**src/rtl/core/cse_pkg.sv**
```systemverilog
// ----------------------------------------------------------------------------
// Cosine similarity engine package
// Widths, step counts, sequencer states and helpers shared by the engine.
// ----------------------------------------------------------------------------
package cse_pkg;

   localparam int MAX_DIM_DEF = 1024;

   localparam int VAL_W   = 16;           // Q3.12 element
   localparam int SIM_W   = 16;           // Q1.15 result
   localparam int DOT_W   = 42;
   localparam int NORM_W  = 41;
   localparam int MULT_W  = 17;           // shared signed multiplier operand
   localparam int PROD_W  = 2 * MULT_W;
   localparam int LIMB_W  = 16;
   localparam int WORK_W  = 2 * NORM_W;   // norm product / shift register
   localparam int ROOT_W  = 42;
   localparam int REM_W   = 44;
   localparam int QUO_W   = 17;
   localparam int ITER_W  = 6;
   localparam int SHAMT_W = 7;

   localparam int ROOT_STEPS = WORK_W / 2;            // two radicand bits a step
   localparam int DIV_STEPS  = DOT_W + 15;            // dividend is dot << 15
   localparam int DIV_PAD    = WORK_W - DIV_STEPS;

   localparam logic [ITER_W-1:0] ROOT_LAST = ITER_W'(ROOT_STEPS - 1);
   localparam logic [ITER_W-1:0] DIV_LAST  = ITER_W'(DIV_STEPS - 1);

   // multiply-accumulate steps of one element pair
   localparam logic [1:0] MAC_DOT    = 2'd0;
   localparam logic [1:0] MAC_FIRST  = 2'd1;
   localparam logic [1:0] MAC_SECOND = 2'd2;
   // highest limb index of a norm sum
   localparam logic [1:0] LIMB_LAST  = 2'd2;

   localparam logic [SIM_W-1:0] SIM_MAX = 16'h7FFF;
   localparam logic [SIM_W-1:0] SIM_MIN = 16'h8000;
   localparam logic [QUO_W-1:0] QUO_POS_MAX = 17'd32767;
   localparam logic [QUO_W-1:0] QUO_NEG_MAX = 17'd32768;

   typedef enum logic [6:0] {
      ST_IDLE = 7'b0000001,
      ST_MUL  = 7'b0000010,
      ST_ADD  = 7'b0000100,
      ST_NORM = 7'b0001000,
      ST_ROOT = 7'b0010000,
      ST_DIV  = 7'b0100000,
      ST_DONE = 7'b1000000
   } state_type;

   // 16-bit limb of a norm sum, index 0 is least significant
   function automatic logic [LIMB_W-1:0] norm_limb(input logic [NORM_W-1:0] x,
                                                   input logic [1:0] idx);
      logic [3*LIMB_W-1:0] w;
      w = {(3*LIMB_W-NORM_W)'(0), x};
      case (idx)
         2'd0:    norm_limb = w[LIMB_W-1:0];
         2'd1:    norm_limb = w[2*LIMB_W-1:LIMB_W];
         2'd2:    norm_limb = w[3*LIMB_W-1:2*LIMB_W];
         default: norm_limb = '0;
      endcase
   endfunction

endpackage

```
**src/rtl/core/cosine_similarity_engine.sv**
```systemverilog
// A pair without last, within full length, holds req_ready low through three
// rounds on the one 17x17 multiplier; a new pair is taken only after them.
// A last pair adds a zero-norm check, the norm product (9 partial products), a
// 41-step square root and a 57-step divide on one shared subtractor before
// rsp_valid rises; a zero norm skips those three, and a stall on rsp_ready delays it.
// Reset (synchronous, active high) clears all sums, counters and rsp_valid.
// ----------------------------------------------------------------------------
// Cosine similarity engine
// Accumulates dot product and squared norms per element pair and returns the
// saturated Q1.15 cosine similarity on the pair marked last.
// ----------------------------------------------------------------------------
module cosine_similarity_engine #(
   parameter int MAX_DIM = cse_pkg::MAX_DIM_DEF
) (
   input  logic                           clock,
   input  logic                           reset,
   input  logic                           req_valid,
   output logic                           req_ready,
   input  logic signed [cse_pkg::VAL_W-1:0] req_first_value,
   input  logic signed [cse_pkg::VAL_W-1:0] req_second_value,
   input  logic                           req_last,
   output logic                           rsp_valid,
   input  logic                           rsp_ready,
   output logic signed [cse_pkg::SIM_W-1:0] rsp_similarity,
   output logic                           rsp_zero_norm,
   output logic                           rsp_too_long
);

   localparam int CNT_W = $clog2(MAX_DIM + 1);
   localparam logic [CNT_W-1:0] CNT_FULL = CNT_W'(MAX_DIM);

   cse_pkg::state_type state_ff, state_in;

   logic [cse_pkg::DOT_W-1:0]   dot_ff, dot_in;
   logic [cse_pkg::NORM_W-1:0]  norm1_ff, norm1_in;
   logic [cse_pkg::NORM_W-1:0]  norm2_ff, norm2_in;
   logic [CNT_W-1:0]            count_ff, count_in;
   logic                        ovf_ff, ovf_in;

   logic signed [cse_pkg::VAL_W-1:0] a_ff, a_in;
   logic signed [cse_pkg::VAL_W-1:0] b_ff, b_in;
   logic                        last_ff, last_in;
   logic                        phase_ff, phase_in;   // 1 while forming the norm product
   logic [1:0]                  ia_ff, ia_in;
   logic [1:0]                  ib_ff, ib_in;
   logic signed [cse_pkg::PROD_W-1:0] prod_ff, prod_in;

   logic [cse_pkg::WORK_W-1:0]  work_ff, work_in;
   logic [cse_pkg::REM_W-1:0]   rem_ff, rem_in;
   logic [cse_pkg::ROOT_W-1:0]  root_ff, root_in;
   logic [cse_pkg::QUO_W-1:0]   quo_ff, quo_in;
   logic                        big_ff, big_in;
   logic                        neg_ff, neg_in;
   logic                        zero_ff, zero_in;
   logic [cse_pkg::ITER_W-1:0]  iter_ff, iter_in;

   logic                        rsp_valid_ff, rsp_valid_in;
   logic [cse_pkg::SIM_W-1:0]   sim_ff, sim_in;
   logic                        zflag_ff, zflag_in;
   logic                        long_ff, long_in;

   // shared multiplier
   logic signed [cse_pkg::MULT_W-1:0] mul_a, mul_b;
   logic signed [cse_pkg::PROD_W-1:0] mul_p;

   // shared subtract / compare
   logic [cse_pkg::REM_W-1:0]   sub_a, sub_b, sub_d;
   logic                        sub_ge;

   logic [cse_pkg::DOT_W-1:0]   dot_mag;
   logic [cse_pkg::WORK_W-1:0]  partial;
   logic [cse_pkg::SHAMT_W-1:0] shamt;
   logic [cse_pkg::QUO_W-1:0]   quo_neg;
   logic                        req_fire;

   assign req_ready      = (state_ff == cse_pkg::ST_IDLE);
   assign req_fire       = req_valid && req_ready;
   assign rsp_valid      = rsp_valid_ff;
   assign rsp_similarity = sim_ff;
   assign rsp_zero_norm  = zflag_ff;
   assign rsp_too_long   = long_ff;

   always_comb begin
      if (phase_ff) begin
         mul_a = {1'b0, cse_pkg::norm_limb(norm1_ff, ia_ff)};
         mul_b = {1'b0, cse_pkg::norm_limb(norm2_ff, ib_ff)};
      end else begin
         case (ia_ff)
            cse_pkg::MAC_DOT: begin
               mul_a = cse_pkg::MULT_W'(a_ff);
               mul_b = cse_pkg::MULT_W'(b_ff);
            end
            cse_pkg::MAC_FIRST: begin
               mul_a = cse_pkg::MULT_W'(a_ff);
               mul_b = cse_pkg::MULT_W'(a_ff);
            end
            default: begin
               mul_a = cse_pkg::MULT_W'(b_ff);
               mul_b = cse_pkg::MULT_W'(b_ff);
            end
         endcase
      end
      mul_p = mul_a * mul_b;
   end

   always_comb begin
      if (state_ff == cse_pkg::ST_ROOT) begin
         sub_a = {rem_ff[cse_pkg::REM_W-3:0], work_ff[cse_pkg::WORK_W-1 -: 2]};
         sub_b = {root_ff, 2'b01};
      end else begin
         sub_a = {rem_ff[cse_pkg::REM_W-2:0], work_ff[cse_pkg::WORK_W-1]};
         sub_b = {(cse_pkg::REM_W-cse_pkg::ROOT_W)'(0), root_ff};
      end
      sub_d  = sub_a - sub_b;
      sub_ge = (sub_a >= sub_b);
   end

   assign dot_mag = dot_ff[cse_pkg::DOT_W-1] ? (~dot_ff + cse_pkg::DOT_W'(1)) : dot_ff;
   assign shamt   = {({1'b0, ia_ff} + {1'b0, ib_ff}), 4'b0000};
   assign partial = {(cse_pkg::WORK_W-32)'(0), prod_ff[31:0]} << shamt;
   assign quo_neg = ~quo_ff + cse_pkg::QUO_W'(1);

   always_comb begin
      state_in     = state_ff;
      dot_in       = dot_ff;
      norm1_in     = norm1_ff;
      norm2_in     = norm2_ff;
      count_in     = count_ff;
      ovf_in       = ovf_ff;
      a_in         = a_ff;
      b_in         = b_ff;
      last_in      = last_ff;
      phase_in     = phase_ff;
      ia_in        = ia_ff;
      ib_in        = ib_ff;
      prod_in      = prod_ff;
      work_in      = work_ff;
      rem_in       = rem_ff;
      root_in      = root_ff;
      quo_in       = quo_ff;
      big_in       = big_ff;
      neg_in       = neg_ff;
      zero_in      = zero_ff;
      iter_in      = iter_ff;
      rsp_valid_in = rsp_valid_ff && !rsp_ready;
      sim_in       = sim_ff;
      zflag_in     = zflag_ff;
      long_in      = long_ff;

      case (state_ff)
         cse_pkg::ST_IDLE: begin
            if (req_fire) begin
               a_in    = req_first_value;
               b_in    = req_second_value;
               last_in = req_last;
               if (count_ff == CNT_FULL) begin
                  // drop the pair, only remember it came
                  ovf_in   = 1'b1;
                  state_in = req_last ? cse_pkg::ST_NORM : cse_pkg::ST_IDLE;
               end else begin
                  count_in = count_ff + CNT_W'(1);
                  phase_in = 1'b0;
                  ia_in    = cse_pkg::MAC_DOT;
                  state_in = cse_pkg::ST_MUL;
               end
            end
         end
         cse_pkg::ST_MUL: begin
            prod_in  = mul_p;
            state_in = cse_pkg::ST_ADD;
         end
         cse_pkg::ST_ADD: begin
            if (phase_ff) begin
               work_in = work_ff + partial;
               if (ib_ff == cse_pkg::LIMB_LAST) begin
                  ib_in = 2'd0;
                  if (ia_ff == cse_pkg::LIMB_LAST) begin
                     rem_in   = '0;
                     root_in  = '0;
                     iter_in  = '0;
                     state_in = cse_pkg::ST_ROOT;
                  end else begin
                     ia_in    = ia_ff + 2'd1;
                     state_in = cse_pkg::ST_MUL;
                  end
               end else begin
                  ib_in    = ib_ff + 2'd1;
                  state_in = cse_pkg::ST_MUL;
               end
            end else begin
               case (ia_ff)
                  cse_pkg::MAC_DOT:
                     dot_in = dot_ff + {{(cse_pkg::DOT_W-cse_pkg::PROD_W){prod_ff[cse_pkg::PROD_W-1]}},
                                        prod_ff};
                  cse_pkg::MAC_FIRST:
                     norm1_in = norm1_ff + {(cse_pkg::NORM_W-cse_pkg::PROD_W)'(0), prod_ff};
                  default:
                     norm2_in = norm2_ff + {(cse_pkg::NORM_W-cse_pkg::PROD_W)'(0), prod_ff};
               endcase
               if (ia_ff == cse_pkg::MAC_SECOND) begin
                  state_in = last_ff ? cse_pkg::ST_NORM : cse_pkg::ST_IDLE;
               end else begin
                  ia_in    = ia_ff + 2'd1;
                  state_in = cse_pkg::ST_MUL;
               end
            end
         end
         cse_pkg::ST_NORM: begin
            if (norm1_ff == '0 || norm2_ff == '0) begin
               zero_in  = 1'b1;
               state_in = cse_pkg::ST_DONE;
            end else begin
               zero_in  = 1'b0;
               work_in  = '0;
               phase_in = 1'b1;
               ia_in    = 2'd0;
               ib_in    = 2'd0;
               state_in = cse_pkg::ST_MUL;
            end
         end
         cse_pkg::ST_ROOT: begin
            rem_in  = sub_ge ? sub_d : sub_a;
            root_in = {root_ff[cse_pkg::ROOT_W-2:0], sub_ge};
            work_in = {work_ff[cse_pkg::WORK_W-3:0], 2'b00};
            iter_in = iter_ff + cse_pkg::ITER_W'(1);
            if (iter_ff == cse_pkg::ROOT_LAST) begin
               // load the dividend |dot| << 15 at the top of the shift register
               work_in  = {dot_mag, 15'd0, cse_pkg::DIV_PAD'(0)};
               rem_in   = '0;
               iter_in  = '0;
               quo_in   = '0;
               big_in   = 1'b0;
               neg_in   = dot_ff[cse_pkg::DOT_W-1];
               state_in = cse_pkg::ST_DIV;
            end
         end
         cse_pkg::ST_DIV: begin
            rem_in  = sub_ge ? sub_d : sub_a;
            quo_in  = {quo_ff[cse_pkg::QUO_W-2:0], sub_ge};
            big_in  = big_ff | quo_ff[cse_pkg::QUO_W-1];
            work_in = {work_ff[cse_pkg::WORK_W-2:0], 1'b0};
            iter_in = iter_ff + cse_pkg::ITER_W'(1);
            if (iter_ff == cse_pkg::DIV_LAST) begin
               state_in = cse_pkg::ST_DONE;
            end
         end
         cse_pkg::ST_DONE: begin
            // hold until the result register is free
            if (!rsp_valid_ff || rsp_ready) begin
               rsp_valid_in = 1'b1;
               zflag_in     = zero_ff;
               long_in      = ovf_ff;
               if (zero_ff) begin
                  sim_in = '0;
               end else if (neg_ff) begin
                  sim_in = (big_ff || quo_ff > cse_pkg::QUO_NEG_MAX) ? cse_pkg::SIM_MIN
                                                                     : quo_neg[cse_pkg::SIM_W-1:0];
               end else begin
                  sim_in = (big_ff || quo_ff > cse_pkg::QUO_POS_MAX) ? cse_pkg::SIM_MAX
                                                                     : quo_ff[cse_pkg::SIM_W-1:0];
               end
               dot_in   = '0;
               norm1_in = '0;
               norm2_in = '0;
               count_in = '0;
               ovf_in   = 1'b0;
               state_in = cse_pkg::ST_IDLE;
            end
         end
         default: begin
            state_in = cse_pkg::ST_IDLE;
         end
      endcase
   end

   always_ff @(posedge clock) begin
      if (reset) begin
         state_ff     <= cse_pkg::ST_IDLE;
         dot_ff       <= '0;
         norm1_ff     <= '0;
         norm2_ff     <= '0;
         count_ff     <= '0;
         ovf_ff       <= 1'b0;
         phase_ff     <= 1'b0;
         ia_ff        <= '0;
         ib_ff        <= '0;
         iter_ff      <= '0;
         rsp_valid_ff <= 1'b0;
      end else begin
         state_ff     <= state_in;
         dot_ff       <= dot_in;
         norm1_ff     <= norm1_in;
         norm2_ff     <= norm2_in;
         count_ff     <= count_in;
         ovf_ff       <= ovf_in;
         phase_ff     <= phase_in;
         ia_ff        <= ia_in;
         ib_ff        <= ib_in;
         iter_ff      <= iter_in;
         rsp_valid_ff <= rsp_valid_in;
      end
   end

   always_ff @(posedge clock) begin
      a_ff     <= a_in;
      b_ff     <= b_in;
      last_ff  <= last_in;
      prod_ff  <= prod_in;
      work_ff  <= work_in;
      rem_ff   <= rem_in;
      root_ff  <= root_in;
      quo_ff   <= quo_in;
      big_ff   <= big_in;
      neg_ff   <= neg_in;
      zero_ff  <= zero_in;
      sim_ff   <= sim_in;
      zflag_ff <= zflag_in;
      long_ff  <= long_in;
   end

endmodule

```
**config.mk**
```make
export PLATFORM = sky130hd
export DESIGN_NAME = cosine_similarity_engine
export DESIGN_NICKNAME = d
export VERILOG_FILES = /design/src/rtl/core/cse_pkg.sv /design/src/rtl/core/cosine_similarity_engine.sv
export SDC_FILE = /design/constraint.sdc
export NUM_CORES = 2
export LEC_CHECK = 0
export BUFFER_PORTS_ARGS = -buffer_cell sky130_fd_sc_hd__buf_2
export CORE_ASPECT_RATIO = 0.75
export CORE_MARGIN = 5
export CORE_UTILIZATION = 50
export CTS_CLUSTER_SIZE = 40
export DETAILED_ROUTE_END_ITERATION = 7
export PLACE_DENSITY_LB_ADDON = 0.1
export SLEW_MARGIN = 5
export SYNTH_ARGS = -nofsm -noshare
export SYNTH_HDL_FRONTEND = slang
export SYNTH_SLANG_ARGS = --single-unit
```
**constraint.sdc**
```tcl
create_clock -name clock -period 17.02 [get_ports clock]
set_input_delay 0.851 -clock clock [delete_from_list [all_inputs] [get_ports clock]]
set_output_delay 0.851 -clock clock [all_outputs]
set_load 0.02 [all_outputs]
```
==> flow_summary.ini <==
[outcome]
status = completed

[yosys]
synth_top_family_by_area = adder cells
synth-xor-area-share = 0.0563
yosys.area.top_type = edfxtp_1
yosysWarnings = 0
synth_edf_count = 272
synth_area_leaders = edfxtp_1 (19%), fa_1 (14%), ha_1 (9.4%), dfxtp_1 (7.1%), nor2_1 (4.5%)
synthSimpleGateAreaFrac = 0.180
synth_cells = 5126
syn_avg_cell_area_sq_um = 8.58
async_flop_share = 0
synthAdderAreaFrac = 0.232
synth-main-ff-cell = edfxtp_1
synth_area_sq_mm = 0.0440
yosys_register_bits = 427
synth.distinct_cells = 85
synth_top_cell_area_share = 0.186
synth_nets = 5796
muxShareOfSynthArea = 0.0241
synth_compound_area_frac = 0.193
seq_area_frac_synth = 0.256

[detailed_routing]
drt-total-wl_um = 138000
viasPerCell = 6.11
detail-route-antenna-nets = 0
vias = 38200
dr.pass1.iters = 8
avgRoutedWirePerCell_um = 22.0
route.detailed.drc = 0
drtIter0Drc = 4075

[worst_setup_path]
r2r_start = ia_ff[1]
reg2reg_to = prod_ff[32]
cp-start-kind = flip-flop
critPathSlowestCell = ha_2
path_depth = 29
endpoint_kind = flip-flop
cpLargestDelayFamily = adder cells
worstPathBufferInverterCount = 7
cp.required_ns = 17.38
cp-startpoint = ia_ff[1]
r2r.worst_path.cells = 29
arrival_ns = 9.62
critical_path.max_stage_delay_ns = 0.83
r2r_setup_slack_ns = 7.77
cp_max_fo = 35
crit_type = flip-flop to flip-flop

[final_layout]
nNetsFinal = 5735
n_fill_cell = 8171
regArea_sq_mm = 0.0113
antenna_cells = 0
multi_input_area_sq_mm = 0.0302
layout_common_cells = nor2_1 (525), nand2_1 (470), inv_1 (451)
area_delta_synth_final_pct = 7.31
drive_above_1_share = 0.0564
layout_commonest_cell = nor2_1

[floorplan]
die-area_sq_mm = 0.0941
num_rows = 94
die_w_um = 353
die_y_um = 267
io_pins = 57
start_util = 0.503
core-area_sq_mm = 0.0875

[global_route]
grt_max_degree = 87
overflow = 0
grt_pass1_vias = 35800
grt_pass1_wl_um = 214000
grtUsageTotal = 0.287
antenna_found_initial = 4

[sta]
tightest_slew_ns = 1.30
slew_viol_final = 0
rsz0062_at_grt = no
fmax_mhz = 108
post-route-period-util = 0.544
setup_violations = 0
relSlewSlack = 0.109
min_period_ns = 9.25
hold_viol = 0
clock_skew_ns = 0.0533
fin_tns_setup_ns = 0

[place]
gp_congestion = 0.973
io_buffers = 56
hpwlAfterDp_um = 103000

[clock_network]
hold_buffers = 0
cts_tree = yes
cts_inserted_buffers = 51
clk_pin_slew_worst_paths_ns = 0.07
htreeDepth = 2
clock-root-buffer = clkbuf_16
clk_latency_ns = 0.66
cts_resized = 0
clockBufferDepth = 3
cts.sinks = 427
postCtsSetupBuffers = 0

[worst_hold_path]
holdPathStages = 1
hold_start = req_first_value[13]
worstHoldPathType = primary input to flip-flop
whs_endpoint = a_ff[13]

[flow_run]
maxCapViolations = 0
-- metal layers --
layer,global-route usage,vias to the layer above,routed length (um)
met2,0.400,1570,54400
li1,-,18000,-
met3,0.0590,187,12900
met1,0.452,18500,66800
met5,0,-,18
met4,0.0684,2,3410
-- flip-flops by register name, summed over array words and instances, names as in the netlist, 2 cells and up --
name	flops
rsp_similarity	16
root_ff	42
prod_ff	34
dot_ff	42
norm2_ff	41
quo_ff	17
ib_ff	2
state_ff	7
a_ff	16
b_ff	16
iter_ff	6
ia_ff	2
rem_ff	43
work_ff	82
count_ff	11
norm1_ff	41
-- cell families after synthesis --
logic type	after synthesis
xor+xnor	283
buf+inv	689
fa+ha+maj	633
compound gates	1315
flops	427
mux	106
simple gates	1673
-- stage by stage --
stage	util	setup WS [ns]	hold WS, ns	instances	cell area, sq um
6_report	0.540	7.77	0.375	6260	47200
5_1_grt	0.540	7.34	0.347	6260	47200
4_1_cts	0.540	7.87	0.344	6260	47200
3_5_place_dp	0.519	7.92	0.424	6164	45400
3_3_place_gp	0.519	8.03	0.421	6164	45400
2_1_floorplan	-	8.94	0.406	5126	44000
-- layout make-up --
| class | count | area share |
|---|---|---|
| clock buffers | 64 | 0.0299 |
| multi-input cells | 4010 | 0.640 |
| clock inverters | 32 | 0.00784 |
| well taps | 1152 | 0.0305 |
| flip-flops and latches | 427 | 0.239 |
| repair buffers | 123 | 0.0166 |
| inverters | 452 | 0.0359 |
-- cells in the mapped netlist (31+ instances only) --
library cell and n:
nor4_1 39, o21bai_1 34, a21o_1 124, ha_1 331
or3_1 43, xnor2_1 180, a22oi_1 120, o21a_1 34
nand2b_1 69, o31ai_1 31, fa_1 302, nand3_1 68
nor2_1 532, mux2i_1 105, and2_1 109, a21oi_1 370
a211oi_1 54, clkbuf_1 215, xor2_1 103, nand2_1 471
nor2b_1 65, edfxtp_1 272, nand4_1 77, dfxtp_1 155
a31oi_1 44, and3_1 36, o21ai_0 276, inv_1 451
nor3_1 72
-- worst max-delay path by stage --
stage | to | slack [ns]
finish | prod_ff[32] | 7.77
global route | prod_ff[32] | 7.34
CTS | prod_ff[32] | 7.87
detailed placement | prod_ff[32] | 7.92
global placement | prod_ff[32] | 8.03
floorplan | prod_ff[32] | 8.94
Power is not shown: default switching activity piles up to over one toggle a cycle in this logic, so the estimate is an artifact.
